### config.mk
export PLATFORM = sky130hd
export DESIGN_NAME = blr_ctrl
export DESIGN_NICKNAME = d
export VERILOG_FILES = /design/src/hdl/blr_pkg.sv /design/src/hdl/blr_ctrl.sv
export SDC_FILE = /design/constraint.sdc
export NUM_CORES = 1
export LEC_CHECK = 0
export BUFFER_PORTS_ARGS = -buffer_cell sky130_fd_sc_hd__buf_2
export CAP_MARGIN = 20
export CORE_MARGIN = 4
export CORE_UTILIZATION = 35
export DETAILED_ROUTE_END_ITERATION = 16
export MAX_ROUTING_LAYER = met4
export PLACE_DENSITY = 0.63
export SYNTH_ARGS = -nofsm -noshare
export SYNTH_HDL_FRONTEND = slang
export SYNTH_SLANG_ARGS = --single-unit
### constraint.sdc
create_clock -name clk_i -period 2.2 [get_ports clk_i]
set_input_delay 0.22 -clock clk_i [delete_from_list [all_inputs] [get_ports clk_i]]
set_output_delay 0.22 -clock clk_i [all_outputs]
set_load 0.03 [all_outputs]
### src/hdl/blr_pkg.sv
`timescale 1ns / 1ps
// ----------------------------------------------------------------------------
// blr_pkg: shared constants and types of the bicubic line resampler
// Sizes of the line buffer and tap file, operation codes, accumulator widths
// and the command and status bundles between controller and datapath.
// ----------------------------------------------------------------------------
package blr_pkg;

  localparam int LINE_DEPTH    = 4096;
  localparam int MAX_TAPS      = 64;
  localparam int FRACTION_BITS = 22;

  localparam int LINE_W    = $clog2(LINE_DEPTH);
  localparam int TAP_W     = $clog2(MAX_TAPS);
  localparam int TAPCNT_W  = 7;
  localparam int CHAN_W    = 8;
  localparam int PIXEL_W   = 3 * CHAN_W;
  localparam int WEIGHT_W  = 24;
  localparam int OP_W      = 2;
  localparam int PROD_W    = CHAN_W + 1 + WEIGHT_W;
  localparam int ACC_W     = PROD_W + TAP_W + 1;
  localparam int CHAN_MAX  = 255;

  localparam logic [OP_W-1:0] OP_STORE_PIXEL  = 2'd0;
  localparam logic [OP_W-1:0] OP_STORE_WEIGHT = 2'd1;
  localparam logic [OP_W-1:0] OP_COMPUTE      = 2'd2;

  typedef struct packed {
    logic             start;
    logic             issue;
    logic [TAP_W-1:0] tap;
    logic             wr_pixel;
    logic             wr_weight;
    logic             load_out;
  } blr_cmd_t;

  typedef struct packed {
    logic pipe_busy;
  } blr_status_t;

endpackage

### src/hdl/blr_ctrl.sv
`timescale 1ns / 1ps
// ----------------------------------------------------------------------------
// blr_ctrl: sequencer of the bicubic line resampler
// Decodes input items, steps the tap counter of a compute item, waits for
// the datapath to drain and hands the result to the output register.
// ----------------------------------------------------------------------------
module blr_ctrl (
  input  logic                          clk_i,
  input  logic                          rst_ni,
  input  logic                          in_valid_i,
  input  logic [blr_pkg::OP_W-1:0]      in_op_i,
  input  logic [blr_pkg::TAPCNT_W-1:0]  in_tap_count_i,
  output logic                          in_ready_o,
  output logic                          out_valid_o,
  input  logic                          out_ready_i,
  input  blr_pkg::blr_status_t          status_i,
  output blr_pkg::blr_cmd_t             cmd_o
);

  localparam int TAP_W    = blr_pkg::TAP_W;
  localparam int TAPCNT_W = blr_pkg::TAPCNT_W;

  localparam logic [1:0] S_IDLE   = 2'd0;
  localparam logic [1:0] S_RUN    = 2'd1;
  localparam logic [1:0] S_DRAIN  = 2'd2;
  localparam logic [1:0] S_FINISH = 2'd3;

  logic [1:0]          state_q, state_d;
  logic [TAP_W-1:0]    tap_q, tap_d;
  logic [TAPCNT_W-1:0] taps_q, taps_d;
  logic [TAPCNT_W-1:0] taps_sat;
  logic                out_valid_q, out_valid_d;
  logic                accept;
  logic                last_tap;

  assign taps_sat = (in_tap_count_i > TAPCNT_W'(blr_pkg::MAX_TAPS)) ?
                    TAPCNT_W'(blr_pkg::MAX_TAPS) : in_tap_count_i;
  assign in_ready_o = (state_q == S_IDLE);
  assign accept     = in_valid_i & in_ready_o;
  assign last_tap   = (TAPCNT_W'(tap_q) + TAPCNT_W'(1)) == taps_q;

  always_comb begin
    state_d = state_q;
    tap_d   = tap_q;
    taps_d  = taps_q;
    cmd_o   = '0;
    unique case (state_q)
      S_IDLE: begin
        if (accept) begin
          unique case (in_op_i)
            blr_pkg::OP_STORE_PIXEL:  cmd_o.wr_pixel  = 1'b1;
            blr_pkg::OP_STORE_WEIGHT: cmd_o.wr_weight = 1'b1;
            blr_pkg::OP_COMPUTE: begin
              cmd_o.start = 1'b1;
              tap_d       = '0;
              taps_d      = taps_sat;
              state_d     = (taps_sat == '0) ? S_FINISH : S_RUN;
            end
            default: ;
          endcase
        end
      end
      S_RUN: begin
        cmd_o.issue = 1'b1;
        cmd_o.tap   = tap_q;
        tap_d       = tap_q + TAP_W'(1);
        if (last_tap) begin
          state_d = S_DRAIN;
        end
      end
      S_DRAIN: begin
        if (!status_i.pipe_busy) begin
          state_d = S_FINISH;
        end
      end
      S_FINISH: begin
        // Hold the sums until the output register is free.
        if (!out_valid_q || out_ready_i) begin
          cmd_o.load_out = 1'b1;
          state_d        = S_IDLE;
        end
      end
      default: state_d = S_IDLE;
    endcase
  end

  assign out_valid_d = cmd_o.load_out | (out_valid_q & ~out_ready_i);

  always_ff @(posedge clk_i or negedge rst_ni) begin
    if (!rst_ni) begin
      state_q     <= S_IDLE;
      tap_q       <= '0;
      taps_q      <= '0;
      out_valid_q <= 1'b0;
    end else begin
      state_q     <= state_d;
      tap_q       <= tap_d;
      taps_q      <= taps_d;
      out_valid_q <= out_valid_d;
    end
  end

  assign out_valid_o = out_valid_q;

  a_idle_pipe_empty: assert property (@(posedge clk_i) disable iff (!rst_ni)
    (state_q == S_IDLE) |-> !status_i.pipe_busy)
    else $error("datapath busy while controller idle");

  a_load_sets_valid: assert property (@(posedge clk_i) disable iff (!rst_ni)
    cmd_o.load_out |=> out_valid_q)
    else $error("result load did not raise output valid");

  a_issue_not_ready: assert property (@(posedge clk_i) disable iff (!rst_ni)
    cmd_o.issue |-> !in_ready_o)
    else $error("input ready while taps are issued");

  a_compute_runs: assert property (@(posedge clk_i) disable iff (!rst_ni)
    (accept && in_op_i == blr_pkg::OP_COMPUTE && taps_sat != '0) |=> (state_q == S_RUN))
    else $error("compute with taps did not start the tap loop");

endmodule

==> results of run 1 <==
layout make-up:
type / instances / area share (%)
repair buffers: 37 / 16.7
flip-flops and latches: 16 / 30.7
well taps: 31 / 2.97
multi-input cells: 87 / 45.1
clock buffers: 4 / 2.78
inverters: 6 / 1.72
timing repair:
item	CTS	global route
hold buffers	1	0
gates resized for setup	0	3
pin swaps	2	5
hold endpoints to repair	16	0
buffers inserted	3	0
endpoints found under the setup margin	1	2
gates cloned	0	0
how the worst min path moves through the flow:
stage                       from           to  slack, ns  cells past startpoint
3_5_place_dp              rst_ni     tap_q[5]       0.16                      1
3_3_place_gp              rst_ni     tap_q[5]       0.15                      1
2_1_floorplan             rst_ni  out_valid_o      -0.08                      0
6_report       in_tap_count_i[3]    taps_q[3]       0.18                      3
5_1_grt        in_tap_count_i[3]    taps_q[3]       0.17                      3
4_1_cts        in_tap_count_i[3]    taps_q[3]       0.17                      3
flip-flops by register name (all words and copies together) (netlist names):
| register | count |
|---|---|
| taps_q | 7 |
| tap_q | 6 |
| state_q | 2 |
| out_valid_o | 1 |
cell usage after synthesis:
library cell / number / area (um^2)
a2111o_1: 1 / 11.3
a21oi_1: 2 / 10.0
a221oi_2: 1 / 15.0
a22o_1: 1 / 8.76
a32o_1: 1 / 10.0
and2_1: 7 / 43.8
and3_1: 1 / 6.26
and4_1: 1 / 8.76
clkbuf_1: 2 / 7.51
dfrtp_1: 16 / 400
ha_1: 5 / 62.6
inv_1: 6 / 22.5
mux2_1: 1 / 11.3
mux2i_1: 1 / 10.0
nand2_1: 17 / 63.8
nand2b_1: 7 / 43.8
nand3_1: 4 / 20.0
nand3b_1: 1 / 7.51
nand4_1: 1 / 6.26
nand4b_1: 1 / 8.76
nor2_1: 2 / 7.51
nor3_1: 1 / 5.00
nor3b_1: 2 / 15.0
nor4_1: 2 / 12.5
o211ai_1: 1 / 7.51
o21ai_0: 13 / 65.1
o221ai_1: 1 / 8.76
o31a_1: 1 / 8.76
o31ai_1: 2 / 15.0
or3_1: 1 / 6.26
xnor2_1: 5 / 43.8
xor2_1: 3 / 26.3
layer usage:
layer  wire, um  vias up  part of all wire, %  GRT usage, %
met3        164        6                  6.6          2.73
met4         48        0                  1.9          7.27
met5          0        -                    0             -
li1           -      468                    -             -
met2       1160       35                   46          24.6
met1       1120      436                   45          17.8
kinds of logic (layout without fill, tap and decap cells):
family	after synthesis	after routing	share of synthesized area [%]
and+or+nand+nor	48	48	25.5
buffers and inverters	8	47	3.00
muxes	2	2	2.13
xor gates and xnor gates	8	8	7.01
DFF	16	16	40.0
adders and majority gates	5	5	6.26
AOI/OAI and AO/OA	24	24	16.0
per-stage QoR:
stage,hold WS [ns],area (um^2),cells
6_report,0.178,1310,181
5_1_grt,0.171,1310,181
3_5_place_dp,0.157,1230,173
3_3_place_gp,0.148,1230,173
2_1_floorplan,-0.0756,1010,111
4_1_cts,0.171,1300,181
power by group through the flow:
stage | sequential, uW | clock [uW] | combinational, uW
2_1_floorplan | 538 | 0 | 648
3_5_place_dp | 523 | 0 | 976
5_1_grt | 534 | 215 | 1120
6_report | 521 | 200 | 1020
4_1_cts | 517 | 206 | 1000
3_3_place_gp | 517 | 0 | 944
worst max-delay path: stages (launching register included):
cell and delay (ns):
dfrtp_2 0.44, ha_4 0.18, buf_6 0.12, xnor2_2 0.12
o221ai_1 0.14, a2111o_1 0.44, a221oi_2 0.31, mux2_1 0.35
==> results_dict.tcl, run 1 <==
set metrics [dict create \
    outcome "finished with violations" \
    violations "negative setup slack" \
    cts_buffers 3 \
    finalWorstSetupSlack_ns -0.0151 \
    powerDensity_nw_per_um2 1330 \
    max_freq_mhz 451 \
    ys_seq_elements 16 \
    switching_power_uw 778 \
    n_fill_cell 258 \
    vias 945 \
    cp.arrival_ns 2.39 \
    crit_path_start "tap_q[0]" \
    regArea_um2 402 \
    cts_sinks 16 \
    io_buffer_count 26 \
    r2r-end "state_q[1]" \
    cts_tree "built" \
    drt_wl_total_um 2490 \
    finalSetupViolations 1 \
    place_ws_ns -0.00142 \
    r2r-start "tap_q[0]" \
    grt_antenna_before_repair 0 \
    total_power_uw 1740 \
    most-common-layout-cells "26 x buf_2, 17 x nand2_1, 15 x dfrtp_1" \
    rrSetupSlack_ns -0.02 \
    cts.clk_slew.worst_paths_ns 0.10 \
    cp-start-kind "flip-flop" \
    ys_seq_area_share_pct 40.1 \
    dieArea_um2 3780 \
    fp.dieH_um 61.4 \
    comb_power_share_pct 58.6 \
    grt_pass1_vias 929 \
    die_w_um 61.4 \
    layout_commonest_cell "buf_2" \
    fin_setup_tns_ns -0.0151 \
    fin_crit_sh_pct 101 \
    yosysUniqueCellTypes 32 \
    synth_cells 111 \
    seq_power_share_pct 29.9 \
    slew_violations 0 \
    syn-cell-area_um2 1000 \
    p_leak_uw 0.000634 \
    core_um2 2730 \
    internal-power_uw 965 \
    sw_frac_of_total_pct 44.7 \
    root_buffer "clkbuf_4" \
    antenna_left 0 \
    grt_pass1_wl_um 3970 \
    crit_end "state_q[1]" \
    routabilityCongestion 0.817 \
    fin_util_pct 47.8 \
    clock_power_share_pct 11.5 \
    yosysWarnings 0 \
    areaGrowthSynthToFinish_pct 30.8 \
    insertion_delay_ns 0.29 \
    critPathKind "reg2reg" \
    rows 19 \
    synthesis.nets 130 \
    cap_violations 0 \
    skew_ns 0.00888 \
    cts_buffer_depth 2 \
    hpwl_um 1900 \
    layout-drive-gt1-share_pct 29.3 \
    initial_utilization_pct 36.6 \
    grt_max_degree 17 \
    nets 170 \
    antenna_cells 0 \
    multi_input_area_um2 589 \
    grt_usage_pct 15.1 \
    drt-vias-per-instance 5.22 \
    required_ns 2.38 \
    hold_viol_final 0 \
    worst-r2r-cell-count 7 \
    io_pins 27 \
    drt_iter0_markers 23 \
    cts_max_level 1 \
    firstDrtPassIters 4 \
    slew_headroom_pct 64.4 \
    wl_per_cell_um 13.8 \
    grt_overflow 0 \
    tightest_slew_ns 0.534 \
    hold_class "in2reg" \
    endpoint_kind "flip-flop" \
    ir_drop_mv 0.832 \
    drt_drc_violations_left 0 \
    synth_area_per_cell_um2 9.01 \
    cp_max_fo 5 \
    post-route-min-period_ns 2.22 \
    rsz0062_at_grt "true" \
]
Power figures use the tool's default switching activity.
==> inputs of run 2 (changes only) <==
- HOLD_SLACK_MARGIN: unset -> 0.02
- RECOVER_POWER: unset -> 25
==> results_dict.tcl, run 2 (synthesis gave the netlist of run 1 again) <==
set metrics [dict create \
    outcome "finished with violations" \
    violations "negative setup slack" \
    reg.largest.list "taps_q x7, tap_q x6, state_q x2" \
    cp_slowest_stage_delay_ns 0.44 \
    fin_cells 181 \
    grt_pass1_wl_um 3970 \
    finalSetupViolations 1 \
    path_cells "ha_4 -> buf_6 -> xnor2_2 -> o221ai_1 -> a2111o_1 -> a221oi_2 -> mux2_1" \
    hold_slack_ns 0.177 \
    fp.dieH_um 61.4 \
    largest_register_ffs 7 \
    top_layer "met4" \
    wl_per_cell_um 13.8 \
    p_leak_uw 0.000632 \
    wl_met1_um 1110 \
    drt_iter0_markers 23 \
    io_buffer_count 26 \
    layout_commonest_cell "buf_2" \
    die_w_um 61.4 \
    routabilityCongestion 0.817 \
    drt_wl_total_um 2490 \
    cts.clk_slew.worst_paths_ns 0.10 \
    grt_overflow 0 \
    rsz0062_at_grt "true" \
    cts_buffer_depth 2 \
    ir_drop_mv 0.828 \
    layout-drive-gt1-share_pct 28.7 \
    drt_drc_violations_left 0 \
    place_ws_ns -0.00142 \
    wl_met3_um 181 \
    top_register "taps_q" \
    max_freq_mhz 451 \
    vias 953 \
    slew_violations 0 \
    post-route-min-period_ns 2.22 \
    crit_buf_inv 1 \
    placed_area_um2 1230 \
    firstDrtPassIters 4 \
    required_ns 2.38 \
    crit_family "compound AO/OA/AOI/OAI gates" \
    fin_crit_sh_pct 101 \
    design_area_um2 1310 \
    hold_viol_final 0 \
    cap_violations 0 \
    hold_class "in2reg" \
    dieArea_um2 3780 \
    cts_buffers 3 \
    place_inst 173 \
    initial_utilization_pct 36.6 \
    finalWorstSetupSlack_ns -0.0161 \
    most-common-layout-cells "25 x buf_2, 17 x nand2_1, 15 x dfrtp_1" \
    root_buffer "clkbuf_4" \
    cts_sinks 16 \
    grt_antenna_before_repair 0 \
    io_pins 27 \
    cts_max_level 1 \
    cp_max_fo 5 \
    endpoint_kind "flip-flop" \
    slew_headroom_pct 42.4 \
    antenna_cells 0 \
    grt_usage_pct 15.1 \
    areaGrowthSynthToFinish_pct 30.7 \
    grt_max_degree 17 \
    rows 19 \
    nets 170 \
    hpwl_um 1900 \
    powerDensity_nw_per_um2 1330 \
    worst_path_max_delay_cell "dfrtp_2" \
    drt-vias-per-instance 5.27 \
    cts_tree "built" \
    grt_pass1_vias 929 \
    core_um2 2730 \
    cp-start-kind "flip-flop" \
    insertion_delay_ns 0.29 \
    skew_ns 0.00936 \
    wl_met2_um 1140 \
    tightest_slew_ns 0.863 \
    cp.arrival_ns 2.39 \
    critPathKind "reg2reg" \
    antenna_left 0 \
    total_power_uw 1740 \
]
## run 2: changes by cell type in the layout (fill, tap and decap cells not counted)
cell | before | now
buf_2 | 26 | 25
clkbuf_1 | 0 | 1
## run 2: tightest hold or removal path, delay by kind of cell
kind	cells	cell delay, ns
buffers and inverters	1	0.11
and+or+nand+nor	1	0.05
AOI/OAI and AO/OA	1	0.06
## run 2: path summary, 6_finish.rpt
kind / startpoint / endpoint / slack, ns / cells after the start
setup / recovery: tap_q[0] / state_q[1] / -0.02 / 7
hold reg to reg: taps_q[1] / taps_q[1] / 0.52 / 2
min in group asynchronous: rst_ni / tap_q[3] / 0.54 / 2
setup reg to reg: tap_q[0] / state_q[1] / -0.02 / 7
max in group asynchronous: rst_ni / tap_q[0] / 1.08 / 2
hold / removal: in_tap_count_i[3] / taps_q[3] / 0.18 / 3
## run 2: layout make-up
class | instances | area [um^2]
Clock buffer | 4 | 36.3
Inverter | 6 | 22.5
Fill cell | 258 | 1430
Tap cell | 31 | 38.8
Sequential cell | 16 | 402
Multi-Input combinational cell | 87 | 589
Timing Repair Buffer | 37 | 218
## run 2: repair_timing
action                     4_1_cts  5_1_grt
hold endpoints to repair        16        0
pin swaps                        2        5
resized for setup                0        3
hold buffers                     1        0
buffers inserted                 3        0
setup endpoints to repair        1        2
## run 2: through the flow
stage                     utilization [%]  setup TNS, ns
after floorplan                         -              0
after global placement               44.9              0
after detailed placement             44.9       -0.00142
after CTS                            47.4              0
after global routing                 47.8         -0.147
final                                47.8        -0.0161
## run 2: power by group
part | switching, uW | total [uW] | internal (uW)
Combinational | 571 | 1020 | 449
Clock | 99.7 | 201 | 101
Sequential | 107 | 521 | 414
## run 2: routing by layer
metal | vias to the layer above | GRT usage, %
met2 | 41 | 24.6
met4 | 0 | 7.27
li1 | 466 | -
met3 | 8 | 2.73
met1 | 438 | 17.8
met5 | - | -
==> inputs of run 3 (changes only) <==
--- a/config.mk
+++ b/config.mk
@@ -15,4 +15,5 @@
 export PLACE_DENSITY = 0.63
 export RECOVER_POWER = 25
+export REMOVE_ABC_BUFFERS = 1
 export SYNTH_ARGS = -nofsm -noshare
 export SYNTH_HDL_FRONTEND = slang
==> constraint.sdc (replaced) <==
create_clock -name clk_i -period 2.2 [get_ports clk_i]
set_input_delay 0.11 -clock clk_i [delete_from_list [all_inputs] [get_ports clk_i]]
set_output_delay 0.11 -clock clk_i [all_outputs]
set_load 0.03 [all_outputs]
==> results_dict.tcl, run 3 (synthesis gave the netlist of run 1 again) <==
set metrics [dict create \
    io_buffer_count 26 \
    layout_commonest_cell "buf_2" \
    required_ns 2.38 \
    place_inst 175 \
    dieArea_um2 3780 \
    ir_drop_mv 0.630 \
    total_power_uw 1690 \
    placed_area_um2 1230 \
    skew_ns 0.00274 \
    rows 19 \
    reg.largest.list "taps_q x7, tap_q x6, state_q x2" \
    hold_viol_final 0 \
    cts_buffers 3 \
    initial_utilization_pct 36.6 \
    endpoint_kind "flip-flop" \
    max_freq_mhz 470 \
    antenna_left 0 \
    drt_iter0_markers 20 \
    post-route-min-period_ns 2.13 \
    slew_headroom_pct 41.0 \
    areaGrowthSynthToFinish_pct 29.9 \
    layout-drive-gt1-share_pct 28.2 \
    cts_sinks 16 \
    powerDensity_nw_per_um2 1300 \
    routabilityCongestion 0.778 \
    path_cells "ha_4 -> nand3_2 -> or3_1 -> a2111o_1 -> a221oi_2 -> mux2_1" \
    cp-start-kind "flip-flop" \
    largest_register_ffs 7 \
    cp_slowest_stage_delay_ns 0.41 \
    worst_path_max_delay_cell "dfrtp_1" \
    grt_pass1_wl_um 3970 \
    nets 169 \
    cts.clk_slew.worst_paths_ns 0.10 \
    drt_drc_violations_left 0 \
    insertion_delay_ns 0.29 \
    grt_max_degree 17 \
    hpwl_um 1840 \
    fin_crit_sh_pct 96.6 \
    cp.arrival_ns 2.31 \
    io_pins 27 \
    cap_violations 0 \
    finalSetupViolations 0 \
    cts_tree "built" \
    grt_antenna_before_repair 0 \
    rsz0062_at_grt "true" \
    drt-vias-per-instance 5.10 \
    top_register "taps_q" \
    grt_pass1_vias 918 \
    wl_per_cell_um 12.7 \
    fin_cells 180 \
    cts_setup_buffers 0 \
    root_buffer "clkbuf_4" \
    design_area_um2 1300 \
    vias 918 \
    firstDrtPassIters 4 \
    fp.dieH_um 61.4 \
    grt_usage_pct 14.5 \
    outcome "finished clean" \
    fin_util_pct 47.5 \
    cts_max_level 1 \
    drt_wl_total_um 2290 \
    antenna_cells 0 \
    crit_family "compound AO/OA/AOI/OAI gates" \
    slew_violations 0 \
    most-common-layout-cells "25 x buf_2, 17 x nand2_1, 16 x dfrtp_1" \
    core_um2 2730 \
    critPathKind "reg2reg" \
    cp_max_fo 5 \
    die_w_um 61.4 \
    cts_buffer_depth 2 \
    tightest_slew_ns 0.886 \
    grt_overflow 0 \
    crit_buf_inv 0 \
    hold_slack_ns 0.0757 \
    p_leak_uw 0.000624 \
    hold_class "in2reg" \
]
## run 3: through the flow
step | setup TNS, ns | setup slack, ns
global route | -0.0188 | -0.0188
global placement | 0 | 0.0362
floorplan | -0.101 | -0.101
detailed placement | -0.0215 | -0.0215
finish | 0 | 0.0745
CTS | 0 | 0.0186
## run 3: area by class of cell
| cell class | count | area [um^2] |
|---|---|---|
| fill | 262 | 1440 |
| inverter | 6 | 22.5 |
| tap | 31 | 38.8 |
| timing repair buffer | 36 | 206 |
| clock buffer | 4 | 36.3 |
| multi-input combinational | 87 | 594 |
| sequential | 16 | 400 |
## run 3: path summary, 6_finish.rpt
kind / startpoint / end / slack (ns) / cells after the start
min in group asynchronous: rst_ni / tap_q[2] / 0.45 / 2
max in group asynchronous: rst_ni / tap_q[1] / 1.21 / 2
worst max register to register: tap_q[1] / state_q[1] / 0.07 / 6
worst max-delay path: tap_q[1] / state_q[1] / 0.07 / 6
worst min-delay path: in_tap_count_i[2] / taps_q[2] / 0.08 / 3
worst min register to register: taps_q[4] / taps_q[4] / 0.51 / 2
## run 3: per-layer routing
metal	share of wire [%]	vias up	track usage (%)
met1	46	419	18.7
met5	0	-	-
met4	1.5	0	6.36
met2	46	30	22.5
li1	-	465	-
met3	6.3	4	1.89
## run 3: repair_timing
item / 4_1_cts / 5_1_grt
hold buffers: 1 / 0
hold endpoints to repair: 16 / 0
pin swaps: 1 / 3
gates resized for setup: 1 / 3
endpoints found under the setup margin: 1 / 2
## run 3: power breakdown
part / switching, uW / internal [uW]
clock: 94.9 / 101
combinational: 549 / 423
sequential: 110 / 413
## run 3: worst reg2reg max path: cells and delay by family, from the launching register on
family | cells | cell delay, ns
mux | 1 | 0.34
compound gates | 2 | 0.69
simple gates | 2 | 0.39
fa+ha+maj | 1 | 0.18
flops | 1 | 0.41
